$ cat config.mk
export PLATFORM = sky130hd
export DESIGN_NAME = tbp_ram
export DESIGN_NICKNAME = d
export VERILOG_FILES = /design/src/hdl/tbp_ram.sv
export SDC_FILE = /design/constraint.sdc
export NUM_CORES = 2
export LEC_CHECK = 0
export BUFFER_PORTS_ARGS = -buffer_cell sky130_fd_sc_hd__buf_4
export CORE_MARGIN = 2
export CORE_UTILIZATION = 55
export DETAILED_ROUTE_END_ITERATION = 16
export PLACE_DENSITY = 0.7
export SLEW_MARGIN = 20
export SYNTH_ARGS = -nofsm -noshare
export SYNTH_HDL_FRONTEND = slang
export SYNTH_SLANG_ARGS = --single-unit
$ cat constraint.sdc
create_clock -name clk -period 5 [get_ports clk]
set_clock_uncertainty 0.05 [all_clocks]
set_input_delay 1 -clock clk [delete_from_list [all_inputs] [get_ports clk]]
set_output_delay 1 -clock clk [all_outputs]
set_load 0.01 [all_outputs]
$ cat src/hdl/tbp_ram.sv
// ----------------------------------------------------------------------------
// Generic RAM
// One write port and one read port with registered read data.
// ----------------------------------------------------------------------------
`default_nettype none

module tbp_ram #(
	parameter int WIDTH = 2,
	parameter int DEPTH = 2048
) (
	input  wire logic                     clk,
	input  wire logic                     we,
	input  wire logic [$clog2(DEPTH)-1:0] waddr,
	input  wire logic [WIDTH-1:0]         wdata,
	input  wire logic                     re,
	input  wire logic [$clog2(DEPTH)-1:0] raddr,
	output      logic [WIDTH-1:0]         rdata
);

	logic [WIDTH-1:0] mem [DEPTH];

	always_ff @(posedge clk) begin
		if (we) begin
			mem[waddr] <= wdata;
		end
		if (re) begin
			rdata <= mem[raddr];
		end
	end

endmodule

`default_nettype wire

=== After elaboration in Yosys (flattened, before gate mapping) ===
Memory sizes are Yosys's and may differ from the RTL's. A register that Yosys moved wholly into a read port is not among the register bits.
Cells that the tools add are included.
Widths: inputs -> output; s select.

* Bits in registers: 0
* RAM bits: 4,096
* Output and inout bits: 2
* Memories kept: 1

{| class="wikitable"
|+ Memory list
! name !! depth !! width !! rd ports !! clocked after memory_dff !! write ports !! line !! RTL
|-
| mem || 2,048 || 2 || 1 || 1 || 1 || 20 || <nowiki>logic [WIDTH-1:0] mem [DEPTH];</nowiki>
|}

* Muxes and demuxes: 2

{| class="wikitable"
|+ Operators by type and width
! kind !! count
|-
| $mux 1 || 2
|}

=== Logic depth before layout (Yosys ltp) ===
* Depth after elaboration: 2
* Gate-level depth with buffers: 16
* Depth with buffers taken out: 9

=== Worst setup path after synthesis ===
OpenSTA, ideal clock, no wires.

* Path kind: input to register
* From: input port raddr[1]
* To: register rdata[0], read port of mem (data pin)
* Setup time: 265 ps
* Arrival time: 3,215 ps
* Required time: 4,685 ps
* Path slack: 1,469 ps
* Stages: 11
* Buffers on the path: 4
* Path through: buf_6 > buf_4 > buf_2 > clkbuf_1 > mux4_2 > mux4_2 > mux2i_1 > a21oi_1 > nand4_1 > o41ai_1 > or3_1

{| class="wikitable"
|+ RTL lines
! item !! line !! RTL
|-
| start, declared || 16 || <nowiki>input wire logic [$clog2(DEPTH)-1:0] raddr,</nowiki>
|-
| end, declared || 17 || <nowiki>output logic [WIDTH-1:0] rdata</nowiki>
|}

==> results_dict.tcl <==
set metrics [dict create \
    run_status "complete, no violations" \
    route.detailed.drc 0 \
    buffer_ports.inserted 28 \
    clk_latency_ps 1030 \
    final.period_utilization_pct 89.2 \
    layout-drive-gt1-share_pct 17.7 \
    track_usage_pct 31.4 \
    detailed_place.area_mm2 0.175 \
    grt_first_pass_wirelength_um 694000 \
    end_kind "flip-flop" \
    irDropWorstVdd_mv 0.297 \
    cp_data_arrival_time_ps 5170 \
    clock_tree_from_tritoncts "done" \
    crit_path_max_fanout 30 \
    i_o_pin_count 29 \
    worstHoldPathCells 1 \
    slew_headroom_pct 13.7 \
    cts_max_level 5 \
    synthesis.area_per_instance_um2 16.6 \
    cts_root_buf "clkbuf_16" \
    cts_setup_buffers 0 \
    clk_pin_slew_ps 60 \
    critical_path.cell_chain "buf_8, or2_4, buf_12, buf_4, buf_4, o221ai_1, a2111oi_2, and4b_1, o21ai_0, or3_1, nand4_1" \
    ctsHoldBuffers 0 \
    chipHeight_um 558 \
    synth_top_area_cell "edfxtp_1" \
    synthesized_netlist_net_count 10200 \
    worstReg2RegEnd "rdata[0]$_DFFE_PP_" \
    number_of_flops_mapped_to_enable_cells_by_yosys 4098 \
    reg2regPathDepth 11 \
    critical_path.startpoint_type "input port" \
    worstReg2RegStart "mem[1530][0]$_DFFE_PP_" \
    leakage_nw 58.9 \
    first_pass_iters 6 \
    timing.fmax_mhz 224 \
    yosysSeqAreaShare_pct 72.9 \
    setup_ws_ps 539 \
    row_count 203 \
    async_flop_share_pct 0 \
    multi_input_comb_area_mm2 0.0413 \
    timing.critical_path.slowest_stage_cell "a2111oi_2" \
    die_area_mm2 0.311 \
    yosys.cell_count.top_type "edfxtp_1" \
    hold_slack_ps 291 \
    detail_route.vias_per_cell 6.72 \
    layout.core_utilization_pct 61.7 \
    setup_tns_ps 0 \
    final.min_clock_period_ps 4460 \
    rrSetupSlack_ps 1300 \
    slew_worst_pin_ps 1280 \
    postCtsResizedCells 0 \
    hold_viol 0 \
    layout.cell_area.non_filler_mm2 0.189 \
    place.gp.congestion 0.932 \
    preCtsSetupSlack_ps -284 \
    report.final.slew_viol_count 0 \
    area_delta_synth_final_pct 11.7 \
    synth.ff_latch_count 4098 \
    drtAntennaViolNets 0 \
    worstHoldEndpoint "rdata[1]$_DFFE_PP_" \
    worstSetupPathType "input port to flip-flop" \
    drv_cap 0 \
    grt_start_max_net_pins 204 \
    core_area_mm2 0.306 \
    grt_remaining_overflow 0 \
    synth_top_cells_by_area "edfxtp_1 (73%), mux4_2 (8.2%), nor2_1 (4.8%)" \
    fillCellCount 21400 \
    finalSetupViolations 0 \
    clock_path_buffers 4 \
    die_x_um 558 \
    post_synth_inst_count 10200 \
    synthDominantCellAreaShare_pct 72.9 \
    via_count 99100 \
    cts.sink_count 4098 \
    hp-class "input port to flip-flop" \
    final_net_count 10300 \
    cp_data_required_time_ps 5710 \
    crit_path_frequent_cell "buf_4" \
    critical-path-max-stage-delay_ps 990 \
    first_global_vias 98100 \
    drtIter0Drc 16700 \
    yosysUniqueCellTypes 80 \
    power.density_mw_per_mm2 381 \
    syn-cell-area_mm2 0.169 \
    rsz_0062_raised_after_global_routing "false" \
    drt-total-wl_um 491000 \
    initial_cell_density_of_the_core_pct 55.2 \
    timing.hold.worst.start "re" \
    regArea_mm2 0.123 \
    ys_top_cells_by_count "edfxtp_1 (4098), nor2_1 (2181), mux2i_1 (798)" \
    dp_hpwl_um 287000 \
    cts-buffers-inserted 406 \
    synth-warning-count 0 \
    antenna_violations_before_repair 42 \
    dominant_register_cell_in_the_synthesized_netlist "edfxtp_1" \
    avgRoutedWirePerCell_um 33.3 \
]
worst max-delay path: cells and delay by family:
family | cells | cell delay [ps]
AOI/OAI and AO/OA | 3 | 2140
buffers and inverters | 4 | 1110
and+or+nand+nor | 4 | 860
stage by stage:
stage,cells,total power [mW]
6_report,14800,71.8
5_1_grt,14700,73.3
4_1_cts,14700,71.9
3_5_place_dp,14000,42.1
3_3_place_gp,14000,42.0
2_1_floorplan,10200,40.4
kinds of logic (layout without fill, tap and decap cells):
| logic type | count (synthesis) | count (layout) | synth area share, % |
|---|---|---|---|
| DFF | 4098 | 4098 | 72.9 |
| and+or+nand+nor | 2850 | 2850 | 6.87 |
| muxes | 1459 | 1459 | 13.5 |
| AOI/OAI and AO/OA | 910 | 910 | 3.78 |
| buffers and inverters | 857 | 1314 | 3.00 |
| other | 0 | 19 | 0 |
sequential cells by signal, indices dropped and copies added (netlist names):
signal and flops:
rdata 2, mem 4096
worst max path at each step:
stage | startpoint | to | slack, ps | depth (start not counted)
3_5_place_dp | raddr[0] | rdata[0]$_DFFE_PP_ | -280 | 13
5_1_grt | raddr[0] | rdata[0]$_DFFE_PP_ | 580 | 13
3_3_place_gp | raddr[0] | rdata[0]$_DFFE_PP_ | -1250 | 13
4_1_cts | raddr[0] | rdata[0]$_DFFE_PP_ | 770 | 13
2_1_floorplan | raddr[1] | rdata[0]$_DFFE_PP_ | 1470 | 11
6_report | raddr[1] | rdata[1]$_DFFE_PP_ | 540 | 11
cell usage in the layout (no fill, tap or decap), types with 43 or more instances in the layout:
cell and count:
a211oi_1 63, a21oi_1 148, buf_12 113, buf_4 456, bufinv_16 43, clkbuf_1 72
clkbuf_16 410, clkinv_1 84, clkinv_2 85, edfxtp_1 4098, mux2i_1 798, mux4_2 612
nand2_1 218, nand3_1 48, nor2_1 2176, nor3_1 158, nor4_1 59, o21ai_0 122
o221ai_1 251, o22ai_1 178
metal layers:
metal,global-route usage (%),up-vias,share of wire [%]
li1,-,40100,-
met1,42.5,50700,35
met2,48.5,7038,46
met3,7.34,1295,13
met4,14.8,12,5.5
met5,0,-,0.025
where the power goes:
group          internal (mW)  switching, mW  leakage, nW
registers               37.8        0.00972         36.8
clock network           17.3           13.1         6.43
logic                   1.18           2.45         15.6
cell type report:
| class | count | share of cell area [%] |
|---|---|---|
| Sequential cell | 4098 | 65.3 |
| Multi-Input combinational cell | 5219 | 21.9 |
| Clock buffer | 482 | 5.59 |
| Timing Repair Buffer | 574 | 3.06 |
| Tap cell | 4100 | 2.72 |
| Clock inverter | 254 | 1.39 |
| Antenna cell | 19 | 0.0252 |
| Inverter | 4 | 0.0146 |
No activity file was read; power rests on OpenSTA's default activity.
