`src/hdl/tbp_pkg.sv`:
```
// ----------------------------------------------------------------------------
// Tournament branch predictor package
// Shared sizes, types and counter helpers for the predictor tables.
// ----------------------------------------------------------------------------
`default_nettype none

package tbp_pkg;

	// Table size must be a power of two; the table index is the low address bits.
	localparam int TABLE_ENTRIES = 2048;
	localparam int HISTORY_BITS  = 11;
	localparam int IDX_W         = $clog2(TABLE_ENTRIES);
	localparam int CTR_W         = 2;
	localparam int ADDR_W        = 32;
	localparam int CNT_W         = 32;

	typedef logic [IDX_W-1:0]        idx_t;
	typedef logic [HISTORY_BITS-1:0] hist_t;
	typedef logic [CTR_W-1:0]        ctr_t;
	typedef logic [CNT_W-1:0]        cnt_t;
	typedef logic [ADDR_W-1:0]       addr_t;

	localparam idx_t IDX_LAST = idx_t'(TABLE_ENTRIES - 1);

	localparam ctr_t CTR_MIN            = ctr_t'(0);
	localparam ctr_t CTR_MAX            = ctr_t'(3);
	localparam ctr_t TAKEN_THRESH       = ctr_t'(2);
	localparam ctr_t COMPONENT_RESET    = CTR_MAX;
	localparam ctr_t CHOOSER_RESET      = CTR_MIN;
	localparam ctr_t CHOOSER_GSHARE_STR = CTR_MIN;
	localparam ctr_t CHOOSER_BIMOD_STR  = CTR_MAX;

	// Outcome of one branch: the prediction and the new counter values.
	typedef struct packed {
		logic pred;
		logic correct;
		ctr_t bim_next;
		ctr_t gsh_next;
		ctr_t cho_next;
	} decide_t;

	// Status of the table clearing sweep after reset.
	typedef struct packed {
		logic active;
		idx_t idx;
	} clear_t;

	function automatic ctr_t train_counter(input ctr_t c, input logic outcome);
		ctr_t r;
		r = c;
		if (outcome) begin
			if (c != CTR_MAX) r = c + ctr_t'(1);
		end else begin
			if (c != CTR_MIN) r = c - ctr_t'(1);
		end
		return r;
	endfunction

	// Address index XOR history; history bits above the index width are unused.
	function automatic idx_t gshare_index(input idx_t idx, input hist_t h);
		logic [IDX_W+HISTORY_BITS-1:0] w;
		w = {{HISTORY_BITS{1'b0}}, idx} ^ {{IDX_W{1'b0}}, h};
		return w[IDX_W-1:0];
	endfunction

endpackage

`default_nettype wire

```
`src/hdl/tbp_clear.sv`:
```
// ----------------------------------------------------------------------------
// Table clearing sequencer
// Sweeps every table index once after reset so the tables get their start values.
// ----------------------------------------------------------------------------
`default_nettype none

module tbp_clear (
	input  wire logic     clk,
	input  wire logic     arst_n,
	output tbp_pkg::clear_t clr
);

	logic          active_q;
	tbp_pkg::idx_t idx_q;

	always_ff @(posedge clk or negedge arst_n) begin
		if (!arst_n) begin
			active_q <= 1'b1;
			idx_q    <= '0;
		end else if (active_q) begin
			idx_q <= idx_q + tbp_pkg::idx_t'(1);
			if (idx_q == tbp_pkg::IDX_LAST) begin
				active_q <= 1'b0;
			end
		end
	end

	assign clr.active = active_q;
	assign clr.idx    = idx_q;

endmodule

`default_nettype wire

```
`config.mk`:
```
export PLATFORM = sky130hd
export DESIGN_NAME = tbp_clear
export DESIGN_NICKNAME = d
export VERILOG_FILES = /design/src/hdl/tbp_pkg.sv /design/src/hdl/tbp_clear.sv
export SDC_FILE = /design/constraint.sdc
export NUM_CORES = 1
export LEC_CHECK = 0
export CAP_MARGIN = 5
export CORE_AREA = 5 5 42 44
export CTS_CLUSTER_DIAMETER = 200
export DETAILED_ROUTE_END_ITERATION = 8
export DIE_AREA = 0 0 47 49
export DONT_BUFFER_PORTS = 1
export PLACE_DENSITY = 0.57
export SETUP_SLACK_MARGIN = 0.3
export SLEW_MARGIN = 20
export SYNTH_ARGS = -nofsm -noshare
export SYNTH_HDL_FRONTEND = slang
export SYNTH_SLANG_ARGS = --single-unit
```
`constraint.sdc`:
```
create_clock -name clk -period 1.3 [get_ports clk]
set_clock_uncertainty 0.05 [all_clocks]
set_input_delay 0.39 -clock clk [delete_from_list [all_inputs] [get_ports clk]]
set_output_delay 0.39 -clock clk [all_outputs]
set_load 0.02 [all_outputs]
```
Yosys cells after proc, flatten, opt, wreduce, memory -nomap -nowiden

Index checks and enable logic that the tools add are counted.

$add $sub $neg: 1
Eq/ne operators: 1
Mux-type cells: 2

Operators by type and width:

| kind                    | count |
|---|---|
| $add A11 B1 Y11 const B | 1 |
| $eq A11 B11 Y1 const B  | 1 |
| $mux W1                 | 2 |

Output and inout bits: 12
Word-level logic and storage cells: 6
Input port bits: 2
Register bits after elaboration: 12

Logic depth before layout (Yosys ltp)

Word-level depth: 3
Gate-level depth with buffers: 4
Gate-level depth less buffers: 4

Worst setup path before layout

OpenSTA, ideal clock, no wires.

Path type: flip-flop to flip-flop
From: register idx_q[0]
To: register idx_q[8]
Setup slack: -3 ps
Stages on the path, launching flop included: 5
Data required time: 1170 ps
Period minus slack after synthesis: 1303 ps
Arrival: 1174 ps
Path buffers: 0
Library setup time: 80 ps
Cells stage by stage: dfrtp_1 > ha_1 > nand3_2 > nor3_2 > xor2_1

Cells in the longest elaborated chain, start to end: 1

Ends and longest elaborated chain:

| what                   | RTL line        | text |
|---|---|---|
| from (decl)            | tbp_clear.sv:14 | `tbp_pkg::idx_t idx_q;` |
| from (signal assigned) | tbp_clear.sv:21 | `idx_q <= idx_q + tbp_pkg::idx_t'(1);` |
| $add A11 B1 Y11        | tbp_clear.sv:21 |  |

Every way passes these cells.
A chain may end at the register's enable or synchronous reset.

Final worst setup path

From: register active_q
To: output clr[11] (netlist name)

RTL lines:

| what                   | RTL line        | text |
|---|---|---|
| from (decl)            | tbp_clear.sv:13 | `logic active_q;` |
| from (signal assigned) | tbp_clear.sv:18 | `active_q <= 1'b1;` |
| from (signal assigned) | tbp_clear.sv:23 | `active_q <= 1'b0;` |
| to (decl)              | tbp_clear.sv:10 | `output tbp_pkg::clear_t clr` |

No word-level cell between the ends.

==> results.toml <==
[status]
status = "finished, violations left"
violations = "setup timing"

[floorplan]
rows = 14
chipHeight_um = 49
io_pins = 14
die_w_um = 47
core_area_sq_um = 1400
die-area_sq_um = 2300
initial_utilization_pct = 40.7

[clock_network]
clock_latency_ns = 0.27
cts_tree = "built"
root_buffer = "clkbuf_4"
clk_pin_slew_worst_paths_ns = 0.08
ctsLongestPathBuffers = 2
h-tree-depth = 1
cts.sinks = 12
cts_made_buffers = 3

[routing]
viasPerCell = 4.90
routed_wl_mm = 1.23
drt_first_pass_iters = 4
via_count = 436
drtIter0Drc = 3
ant_nets = 0
route.detailed.drc = 0
wl_per_cell_um = 13.8

[cells_and_area]
syn_to_final_growth_pct = 63.6
layout-drive-gt1-share_pct = 67.1
num-fill-cells = 113
regArea_sq_um = 309
fin_cells = 89
multiInputGateArea_sq_um = 292
n_antenna_cell = 0
nets = 77
stdcell_area_sq_um = 933

[timing]
hold_viol_final = 0
whs_ns = 0.129
slew_violations = 0
setup_tns_ns = -0.0978
finalSetupViolCount = 2
clock.fmax_mhz = 724
relSlewSlack_pct = 60.7
timing.final.crit_period_ns = 1.38
setup_slack_ns = -0.0811
tightest_slew_ns = 0.589
fin_crit_sh_pct = 106
rsz0062_at_grt = "true"

[yosys]
ys_types = 17
syn-cell-area_sq_um = 571
syn_nets = 47
ys_seq_area_share_pct = 52.9
avgSynthCellArea_sq_um = 13.0
syn_inst = 44
synth_seq_cells = 12
yosysWarnings = 0

[setup_path]
cp_top_family = "flip-flops"
cp-end-kind = "output port"
critical_path_class = "reg2out"
arrival_ns = 0.94
cp_num_buf_inv = 1
cp_slowest_cell = "dfstp_2"
critPathMaxFanout = 3
slowest_delay_ns = 0.56
required_ns = 0.86
startpoint_type = "flop"
path_cells = "buf_12"

[placement]
dp_hpwl_um = 833
placedInstanceArea_sq_um = 693
placed_cells = 69
port_buffers = 0
place_congestion = 0.711

[power]
ir_worst_vdd_v = 0.000677
powerDensity_nw_per_um2 = 727
p_leak_uw = 0.000459

[global_routing]
grt_max_degree = 13
grt_pass1_wl_mm = 2.10
antenna_found_initial = 0
grt_overflow = 0
grt_pass1_vias = 464
grt_usage_pct = 12.6

[flow_run]
maxCapViolCount = 0

[hold_path]
hp-class = "in2async"
## Yosys cell counts
| cell | instances | share of area, % |
|---|---|---|
| nand2_1 | 3 | 2.0 |
| inv_1 | 1 | 0.66 |
| xnor2_1 | 4 | 6.1 |
| nand3_4 | 1 | 3.1 |
| dfrtp_1 | 11 | 48 |
| nand4_4 | 1 | 3.7 |
| o31a_1 | 1 | 1.5 |
| nand4_1 | 2 | 2.2 |
| mux2_2 | 1 | 2.0 |
| nor3_2 | 4 | 7.0 |
| nor2_1 | 2 | 1.3 |
| xor2_1 | 6 | 9.2 |
| nand3_2 | 1 | 1.8 |
| nand3_1 | 2 | 1.8 |
| buf_4 | 2 | 2.6 |
| dfstp_2 | 1 | 4.6 |
| ha_1 | 1 | 2.2 |
## placed cells by master, fill, tap and decap left out
cell | synthesis | final
buf_12 | 0 | 1
buf_4 | 2 | 11
buf_6 | 0 | 14
clkbuf_4 | 0 | 3
clkbuf_8 | 0 | 1
dfrtp_1 | 11 | 5
dfrtp_2 | 0 | 6
dfstp_2 | 1 | 1
dlymetal6s4s_1 | 0 | 1
ha_4 | 0 | 1
inv_1 | 1 | 1
mux2_2 | 1 | 1
nand2_1 | 3 | 3
nand3_1 | 2 | 1
nand3_2 | 1 | 1
nand3_4 | 1 | 2
nand4_1 | 2 | 2
nand4_4 | 1 | 1
nor2_1 | 2 | 1
nor2_2 | 0 | 1
nor3_2 | 4 | 3
nor3_4 | 0 | 1
o31a_1 | 1 | 1
xnor2_1 | 4 | 4
xor2_1 | 6 | 5
xor2_2 | 0 | 1
## kinds of logic after synthesis
group           Yosys count  share of synthesized area, %
simple gates             16                          22.8
flops                    12                          52.9
xor+xnor                 10                          15.4
buf+inv                   3                          3.29
compound gates            1                          1.54
mux                       1                          1.97
fa+ha+maj                 1                          2.19
## registers in the layout, indices dropped and copies added (netlist names)
| signal | count |
|---|---|
| active_q | 1 |
| idx_q | 11 |
## routing by layer
metal | routed length (um) | GRT usage [%]
met4 | 6 | 2.76
met3 | 67 | 4.43
met2 | 641 | 20.6
met1 | 516 | 15.4
met5 | 0 | 0
## power breakdown
part / leakage (uW) / total (uW) / switching [uW] / internal (uW)
clock: 0.0000210 / 295 / 125 / 170
sequential: 0.000154 / 373 / 0 / 373
combinational: 0.000284 / 10.0 / 7.50 / 2.51
## per-stage QoR
| stage | total power (uW) | util [%] | worst slack (ns) |
|---|---|---|---|
| floorplan | 380 | - | 0.116 |
| global route | 705 | 66.6 | -0.120 |
| finish | 678 | 66.6 | -0.0811 |
| CTS | 686 | 66.4 | -0.0952 |
| global placement | 380 | 49.5 | 0.0703 |
| detailed placement | 380 | 49.5 | 0.0420 |
## path summary, 6_finish.rpt
| path | from | depth (start not counted) | slack (ns) | to |
|---|---|---|---|---|
| max | active_q$_DFF_PN1_ | 1 | -0.08 | clr[11] |
| min | arst_n | 1 | 0.13 | idx_q[7]$_DFFE_PN0P_ |
| max reg2reg | active_q$_DFF_PN1_ | 4 | -0.02 | idx_q[9]$_DFFE_PN0P_ |
| min reg2reg | idx_q[10]$_DFFE_PN0P_ | 1 | 0.53 | idx_q[10]$_DFFE_PN0P_ |
| max in group asynchronous | arst_n | 1 | 0.65 | idx_q[2]$_DFFE_PN0P_ |
| min in group clk | idx_q[10]$_DFFE_PN0P_ | 1 | 0.53 | idx_q[10]$_DFFE_PN0P_ |
## timing repair
action                     4_1_cts  5_1_grt
setup endpoints to repair       24       36
buffers inserted                15        0
hold buffers                     1        0
resized for setup               22        1
hold endpoints to repair        12        0
pin swaps                        4        1
## area by class of cell
cell class	instances	area share, %
Clock buffer	4	3.89
Inverter	1	0.402
Multi-Input combinational cell	29	31.2
Sequential cell	12	33.1
Tap cell	16	2.14
Timing Repair Buffer	27	29.2
Note: power is estimated with default switching activity, not from simulation.
