==> src/hdl/tbp_pkg.sv <==
// ----------------------------------------------------------------------------
// Tournament branch predictor package
// Shared sizes, types and counter helpers for the predictor tables.
// ----------------------------------------------------------------------------
`default_nettype none

package tbp_pkg;

	// Table size must be a power of two; the table index is the low address bits.
	localparam int TABLE_ENTRIES = 2048;
	localparam int HISTORY_BITS  = 11;
	localparam int IDX_W         = $clog2(TABLE_ENTRIES);
	localparam int CTR_W         = 2;
	localparam int ADDR_W        = 32;
	localparam int CNT_W         = 32;

	typedef logic [IDX_W-1:0]        idx_t;
	typedef logic [HISTORY_BITS-1:0] hist_t;
	typedef logic [CTR_W-1:0]        ctr_t;
	typedef logic [CNT_W-1:0]        cnt_t;
	typedef logic [ADDR_W-1:0]       addr_t;

	localparam idx_t IDX_LAST = idx_t'(TABLE_ENTRIES - 1);

	localparam ctr_t CTR_MIN            = ctr_t'(0);
	localparam ctr_t CTR_MAX            = ctr_t'(3);
	localparam ctr_t TAKEN_THRESH       = ctr_t'(2);
	localparam ctr_t COMPONENT_RESET    = CTR_MAX;
	localparam ctr_t CHOOSER_RESET      = CTR_MIN;
	localparam ctr_t CHOOSER_GSHARE_STR = CTR_MIN;
	localparam ctr_t CHOOSER_BIMOD_STR  = CTR_MAX;

	// Outcome of one branch: the prediction and the new counter values.
	typedef struct packed {
		logic pred;
		logic correct;
		ctr_t bim_next;
		ctr_t gsh_next;
		ctr_t cho_next;
	} decide_t;

	// Status of the table clearing sweep after reset.
	typedef struct packed {
		logic active;
		idx_t idx;
	} clear_t;

	function automatic ctr_t train_counter(input ctr_t c, input logic outcome);
		ctr_t r;
		r = c;
		if (outcome) begin
			if (c != CTR_MAX) r = c + ctr_t'(1);
		end else begin
			if (c != CTR_MIN) r = c - ctr_t'(1);
		end
		return r;
	endfunction

	// Address index XOR history; history bits above the index width are unused.
	function automatic idx_t gshare_index(input idx_t idx, input hist_t h);
		logic [IDX_W+HISTORY_BITS-1:0] w;
		w = {{HISTORY_BITS{1'b0}}, idx} ^ {{IDX_W{1'b0}}, h};
		return w[IDX_W-1:0];
	endfunction

endpackage

`default_nettype wire

==> src/hdl/tbp_decide.sv <==
// ----------------------------------------------------------------------------
// Tournament decision
// Final prediction from the two component counters and the chooser, plus updates.
// ----------------------------------------------------------------------------
`default_nettype none

module tbp_decide (
	input  wire tbp_pkg::ctr_t bim,
	input  wire tbp_pkg::ctr_t gsh,
	input  wire tbp_pkg::ctr_t cho,
	input  wire logic          taken,
	output tbp_pkg::decide_t   dec
);

	logic          bpred;
	logic          gpred;
	logic          pred;
	tbp_pkg::ctr_t cho_next;

	assign bpred = (bim >= tbp_pkg::TAKEN_THRESH);
	assign gpred = (gsh >= tbp_pkg::TAKEN_THRESH);

	// The chooser only moves when the two predictors disagree.
	always_comb begin
		pred     = bpred;
		cho_next = cho;
		if (bpred != gpred) begin
			if (cho < tbp_pkg::TAKEN_THRESH) begin
				pred = gpred;
				if (gpred == taken) cho_next = tbp_pkg::CHOOSER_GSHARE_STR;
				else                cho_next = cho + tbp_pkg::ctr_t'(1);
			end else begin
				pred = bpred;
				if (bpred == taken) cho_next = tbp_pkg::CHOOSER_BIMOD_STR;
				else                cho_next = cho - tbp_pkg::ctr_t'(1);
			end
		end
	end

	assign dec.pred     = pred;
	assign dec.correct  = (pred == taken);
	assign dec.bim_next = tbp_pkg::train_counter(bim, taken);
	assign dec.gsh_next = tbp_pkg::train_counter(gsh, taken);
	assign dec.cho_next = cho_next;

endmodule

`default_nettype wire

==> config.mk <==
export PLATFORM = sky130hd
export DESIGN_NAME = tbp_decide
export DESIGN_NICKNAME = d
export VERILOG_FILES = /design/src/hdl/tbp_pkg.sv /design/src/hdl/tbp_decide.sv
export SDC_FILE = /design/constraint.sdc
export NUM_CORES = 1
export LEC_CHECK = 0
export BUFFER_PORTS_ARGS = -buffer_cell sky130_fd_sc_hd__buf_2
export CAP_MARGIN = 25
export CORE_AREA = 2 2 39 41
export DETAILED_ROUTE_END_ITERATION = 10
export DIE_AREA = 0 0 41 43
export PLACE_DENSITY = 0.42
export SYNTH_ARGS = -nofsm -noshare
export SYNTH_HDL_FRONTEND = slang
export SYNTH_SLANG_ARGS = --single-unit
export TNS_END_PERCENT = 50
==> constraint.sdc <==
create_clock -name vclk -period 0.8
set_input_delay 0 -clock vclk [all_inputs]
set_output_delay 0 -clock vclk [all_outputs]
set_load 0.01 [all_outputs]
# Word-level counts from Yosys, hierarchy flattened

Cells that the tools add are included.

Add/subtract/negate cells: 6
$lt $le $gt $ge: 3
Equal/unequal tests: 6
Mux-type cells: 12
Reduce and logical (&&, ||, !) cells: 2

Operators with widths:

| cell                  | number |
|---|---|
| $mux W2               | 10 |
| $add A2 B1 Y2 const B | 3 |
| $sub A2 B1 Y2 const B | 3 |
| $ge A2 B2 Y1 const B  | 2 |
| $ne A2 B2 Y1 const B  | 2 |
| $reduce_bool A2 Y1    | 2 |
| $eq A1 B1 Y1          | 3 |
| $lt A2 B2 Y1 const B  | 1 |
| $mux W1               | 2 |
| $ne A1 B1 Y1          | 1 |

Register bits after elaboration: 0
Bits of input ports: 7

# Depth between registers and ports, before layout

Gate-level depths: netlist of the first run.

Depth in word-level cells: 5
Mapped depth: 4
Mapped depth without buffers: 3

# Least setup slack after synthesis of the first run

Ideal clock, no wire load.

Kind: input-to-output
Start: in taken
End: out dec[0] in the netlist's numbering
Arrival: 0.613 ns
Setup slack: 0.187 ns
Cell stages on the path: 4
Path buffers: 1
Cells stage by stage: buf_6 -> nand2b_2 -> o22ai_2 -> a221oi_2

RTL lines:

| element            | line             | RTL |
|---|---|---|
| start: declaration | tbp_decide.sv:11 | `input wire logic taken,` |
| end: declaration   | tbp_decide.sv:12 | `output tbp_pkg::decide_t dec` |

==> results.py, run 1 <==
metrics = {
    "power_and_ir_drop": {
        "p_leak_nw": 0.135,
        "irDropWorstVdd_mv": 0.110,
        "power_density_nw_per_um2": 610,
    },
    "min_path": {
        "hold_depth": 3,
        "hp-class": "primary input to output port",
        "hold_start": "taken",
        "hold_end": "dec[6]",
    },
    "routing": {
        "drt_iter0_drc": 2,
        "routedWlPerCell_um": 8.09,
        "drc": 0,
        "dr_total_vias": 237,
        "wl_met3_um": 28,
        "via_per_inst": 4.16,
        "dr_wl_met2_um": 217,
        "finalWirelength_um": 461,
        "drtPass1Iterations": 4,
        "met1_length_um": 215,
        "dr.max_layer_used": "met3",
        "ant_nets": 0,
    },
    "global_routing": {
        "antenna_found_initial": 0,
        "grt_max_degree": 10,
        "grt_pass1_vias": 181,
        "gr-total-overflow": 0,
        "grt_usage_pct": 5.80,
        "grt_first_pass_wirelength_um": 786,
    },
    "yosys": {
        "yosys_warnings": 0,
        "syn-cell-area_sq_um": 228,
        "postSynthCellCount": 29,
        "yosysSeqAreaShare_pct": 0,
        "synthDistinctLibCells": 19,
        "avgSynthCellArea_sq_um": 7.85,
        "syn_nets": 36,
    },
    "placement": {
        "dp_hpwl_um": 393,
        "portBuffers": 15,
        "gp_congestion": 0.668,
        "dpl.cell_count": 57,
        "placed_cell_area_sq_um": 289,
        "post-place-ws_ns": -0.0246,
    },
    "final_layout": {
        "final_area_sq_um": 315,
        "final-seq-area_sq_um": 0,
        "nClkBuffers": 0,
        "seq_cell_count": 0,
        "layout_common_cells": "buf_2 (12), maj3_1 (4), nand2_1 (3)",
        "num-fill-cells": 159,
        "diodes": 0,
        "finalNetCount": 50,
        "final_common_cell": "buf_2",
        "syn2layout_area_growth_pct": 38.5,
        "drive_gt1_share_pct": 48.8,
        "stdcell_count": 57,
    },
    "die": {
        "start_util_pct": 16.5,
        "rows": 14,
        "die_x_um": 41,
        "core_area_sq_um": 1380,
        "die_area_sq_um": 1760,
        "die_h_um": 43,
        "ios": 15,
    },
    "timing": {
        "grt_setup_unrepaired": "false",
        "worstMarginPinSlew_ns": 0.172,
        "fin_crit_sh_pct": 95.8,
        "relSlewSlack_pct": 88.5,
        "setup_viol": 0,
        "hold_viol": 0,
        "min_period_ns": 0.766,
        "maxSlewViolCount": 0,
        "setup_ws_ns": 0.0338,
        "totalNegativeSetupSlack_ns": 0,
        "fmax_ghz": 1.31,
    },
    "setup_path": {
        "required_ns": 0.80,
        "criticalPathCategory": "primary input to output port",
        "worstSetupEndpointType": "output port",
        "crit_fanout": 7,
        "cp.arrival_ns": 0.77,
        "critPathLaunchType": "primary input",
    },
    "run": {
        "maxCapViolCount": 0,
    },
    "clock_tree": {
        "post_cts_buffers": 0,
    },
    "status": {
        "status": "complete, no violations",
    },
}
metrics by stage:
| stage | hold slack (ns) | power (mW) | util [%] |
|---|---|---|---|
| 2_1_floorplan | 0.133 | 0.130 | - |
| 3_3_place_gp | 0.340 | 0.179 | 20.9 |
| 3_5_place_dp | 0.346 | 0.181 | 20.9 |
| 4_1_cts | 0.339 | 0.182 | 21.1 |
| 5_1_grt | 0.332 | 0.213 | 22.8 |
| 6_report | 0.299 | 0.192 | 22.8 |
cell type report:
| type | instances | area [sq um] | area share [%] |
|---|---|---|---|
| Multi-Input combinational cell | 23 | 190 | 60.3 |
| Timing Repair Buffer | 16 | 97.6 | 31.0 |
| Tap cell | 16 | 20.0 | 6.35 |
| Inverter | 2 | 7.51 | 2.38 |
synthesized netlist by cell type:
| master | instances | area share (%) |
|---|---|---|
| or3_1 | 1 | 2.7 |
| nor3b_1 | 1 | 3.3 |
| o2111ai_1 | 1 | 3.8 |
| a221oi_2 | 1 | 6.6 |
| inv_1 | 2 | 3.3 |
| nor2_1 | 1 | 1.6 |
| or2_0 | 1 | 2.7 |
| xnor2_1 | 1 | 3.8 |
| nand2b_2 | 1 | 3.8 |
| buf_4 | 1 | 3.3 |
| nor2b_1 | 1 | 2.7 |
| nand2b_1 | 2 | 5.5 |
| maj3_1 | 4 | 18 |
| nand2_1 | 3 | 4.9 |
| o22ai_2 | 1 | 5.5 |
| nand3_1 | 1 | 2.2 |
| buf_6 | 3 | 15 |
| a21oi_1 | 2 | 4.4 |
| xor2_2 | 1 | 7.1 |
worst max-delay path, stage by stage:
cell    delay, ns
buf_4        0.15
buf_4        0.14
maj3_1       0.32
buf_2        0.14
timing repair:
action | CTS | global route
pin swaps | 0 | 2
hold buffers | 0 | 0
resized for setup | 1 | 7
endpoints found under the setup margin | 1 | 2
power breakdown:
part | switching (mW) | leakage, nW | internal, mW
clock network | 0 | 0 | 0
logic | 0.0967 | 0.135 | 0.0956
registers | 0 | 0 | 0
per-layer routing:
metal  vias up  track usage [%]
met2         6             8.75
met4         0                0
met3         0                0
met1       110             9.52
li1        121                -
met5         -                0
how the worst max path moves through the flow:
stage | startpoint | end | slack (ns)
3_3_place_gp | taken | dec[0] | -0.01
2_1_floorplan | taken | dec[0] | 0.19
5_1_grt | gsh[1] | dec[2] | 0.002
6_report | gsh[1] | dec[2] | 0.03
3_5_place_dp | taken | dec[0] | -0.02
4_1_cts | bim[1] | dec[0] | 0.00006
logic make-up after synthesis:
family	share of synthesized area, %
fa+ha+maj	17.6
simple gates	29.7
compound gates	20.3
buf+inv	21.4
xor+xnor	11.0
No activity file was read; power rests on OpenSTA's default activity.
==> run 2: changes to the inputs <==
ABC_AREA = 1   (was not set)
PLACE_DENSITY = 0.38   (was 0.42)
==> run 2 against run 1 <==
Against the previous run: cell count increased by 26%; count of clock-buffer cells in the layout unchanged; total power decreased by 14%; global-route usage increased by 0.29 points; hold slack got worse by 0.030 ns; core utilization decreased by 3.6 points; setup slack improved by 0.075 ns; design area decreased by 16%; non-clock buffer count decreased by 1; largest power group unchanged.
==> results.py, run 2 <==
metrics = {
    "status": {
        "status": "complete, no violations",
    },
    "clock_tree": {
        "postCtsHoldBufs": 0,
    },
    "yosys": {
        "syn_nets": 49,
        "synth.most_common_cell": "nand2_1",
        "avgSynthCellArea_sq_um": 4.17,
        "postSynthCellCount": 42,
        "yosysSeqAreaShare_pct": 0,
        "syn-cell-area_sq_um": 175,
        "synthDistinctLibCells": 9,
        "synth.top_cells.by_count": "nand2_1 (27), inv_1 (5), a21oi_1 (2), inv_2 (2), nor2_1 (2)",
        "yosys_warnings": 0,
        "synth_top_area_share_pct": 57.9,
        "synthTopCellsByArea": "nand2_1 (58%), inv_1 (11%), a21oi_1 (5.7%)",
        "yosysTopAreaCell": "nand2_1",
    },
    "timing": {
        "setup_viol": 0,
        "relSlewSlack_pct": 89.9,
        "fin_hold_ws_ns": 0.269,
        "grt_setup_unrepaired": "false",
        "hold_viol": 0,
        "maxSlewViolCount": 0,
        "worstMarginPinSlew_ns": 0.151,
        "totalNegativeSetupSlack_ns": 0,
        "fmax_ghz": 1.45,
        "min_period_ns": 0.691,
        "fin_crit_sh_pct": 86.4,
    },
    "power_and_ir_drop": {
        "p_comb_share_pct": 100.0,
        "irDropWorstVdd_mv": 0.162,
        "p_sw_share_pct": 59.2,
        "seqPwrFrac_pct": 0,
        "p_switching_mw": 0.0981,
        "intPower_mw": 0.0678,
        "power.total_mw": 0.166,
        "power_density_nw_per_um2": 625,
        "p_leak_nw": 0.191,
        "p_clk_share_pct": 0,
    },
    "die": {
        "ios": 15,
        "die_h_um": 43,
        "rows": 14,
        "start_util_pct": 12.7,
        "core_area_sq_um": 1380,
        "die_area_sq_um": 1760,
        "die_x_um": 41,
    },
    "run": {
        "maxCapViolCount": 0,
    },
    "placement": {
        "dp_hpwl_um": 428,
        "placed_cell_area_sq_um": 263,
        "gp_congestion": 0.796,
        "portBuffers": 15,
        "dpl.cell_count": 72,
    },
    "final_layout": {
        "diodes": 0,
        "final_area_sq_um": 265,
        "stdcell_count": 72,
        "layout_common_cells": "nand2_1 (26), buf_2 (15), inv_1 (5)",
        "finalNetCount": 65,
        "multi_input_area_sq_um": 144,
        "seq_cell_count": 0,
        "syn2layout_area_growth_pct": 51.4,
        "final-seq-area_sq_um": 0,
        "drive_gt1_share_pct": 33.9,
        "final_common_cell": "nand2_1",
        "nClkBuffers": 0,
        "num-fill-cells": 169,
    },
    "routing": {
        "routedWlPerCell_um": 6.60,
        "dr.max_layer_used": "met3",
        "finalWirelength_um": 475,
        "drtPass1Iterations": 4,
        "dr_wl_met2_um": 230,
        "drc": 0,
        "wl_met3_um": 37,
        "met1_length_um": 207,
        "ant_nets": 0,
        "drt_iter0_drc": 5,
        "via_per_inst": 3.68,
        "dr_total_vias": 265,
    },
    "setup_path": {
        "required_ns": 0.80,
        "criticalPathCategory": "primary input to output port",
        "cp.arrival_ns": 0.69,
        "critPathLaunchType": "primary input",
        "worstSetupEndpointType": "output port",
        "crit_fanout": 6,
    },
    "global_routing": {
        "grt_usage_pct": 6.09,
        "gr-total-overflow": 0,
        "grt_pass1_vias": 198,
        "grt_max_degree": 7,
        "antenna_found_initial": 0,
        "grt_first_pass_wirelength_um": 800,
    },
    "min_path": {
        "hold_start": "gsh[0]",
        "hp-class": "primary input to output port",
        "hold_end": "dec[2]",
        "hold_depth": 3,
    },
}
-- run 2: cell count changes in the layout (fill, tap and decap cells not counted), sizes merged, moves of 2 or more --
cell    before  now
nand2        3   27
inv          2    7
maj3         4    0
nand2b       3    0
o21ai        0    2
-- run 2: repair_timing --
| action | CTS | global route |
|---|---|---|
| gates resized for setup | 0 | 1 |
| setup endpoints to repair | 0 | 1 |
| endpoints found under the hold margin | 0 | 0 |
| setup buffers | 0 | 0 |
-- run 2: power groups by stage --
| stage | Clock, mW | Sequential, mW | Combinational [mW] |
|---|---|---|---|
| CTS | 0 | 0 | 0.168 |
| global placement | 0 | 0 | 0.168 |
| floorplan | 0 | 0 | 0.0975 |
| detailed placement | 0 | 0 | 0.167 |
| global route | 0 | 0 | 0.190 |
| finish | 0 | 0 | 0.166 |
-- run 2: worst max-delay path by stage --
| stage | startpoint | end | cells after the start |
|---|---|---|---|
| after floorplan | bim[1] | dec[4] | 4 |
| after global placement | gsh[1] | dec[6] | 5 |
| after detailed placement | gsh[1] | dec[6] | 5 |
| after CTS | gsh[1] | dec[6] | 5 |
| after global routing | gsh[1] | dec[1] | 9 |
| final | gsh[1] | dec[6] | 5 |
-- run 2: through the flow --
step	utilization, %	worst slack, ns
6_report	19.2	0.109
5_1_grt	19.2	0.0174
4_1_cts	19.0	0.0903
3_5_place_dp	19.0	0.0952
3_3_place_gp	19.0	0.0967
2_1_floorplan	-	0.373
-- run 2: kinds of logic (layout without fill, tap and decap cells) --
family                    count (synthesis)  in the layout  share of synthesized area [%]
and+or+nand+nor                          29             29                           62.1
buffers and inverters                     8             22                           19.3
AOI/OAI and AO/OA                         4              4                           13.6
xor gates and xnor gates                  1              1                           5.00
-- run 2: critical path, stage by stage --
cell	delay, ns
buf_2	0.13
inv_2	0.07
o21ai_2	0.15
xor2_1	0.18
buf_2	0.16
-- run 2: area by class of cell --
class | instances | share of cell area [%]
Inverter | 7 | 9.91
Tap cell | 16 | 7.55
Timing Repair Buffer | 15 | 28.3
Multi-Input combinational cell | 34 | 54.2
-- run 2: per-layer routing --
layer | vias to the layer above | track usage, %
met2 | 8 | 9.38
met1 | 106 | 9.81
met3 | 0 | 0
met5 | - | 0
li1 | 151 | -
met4 | 0 | 0
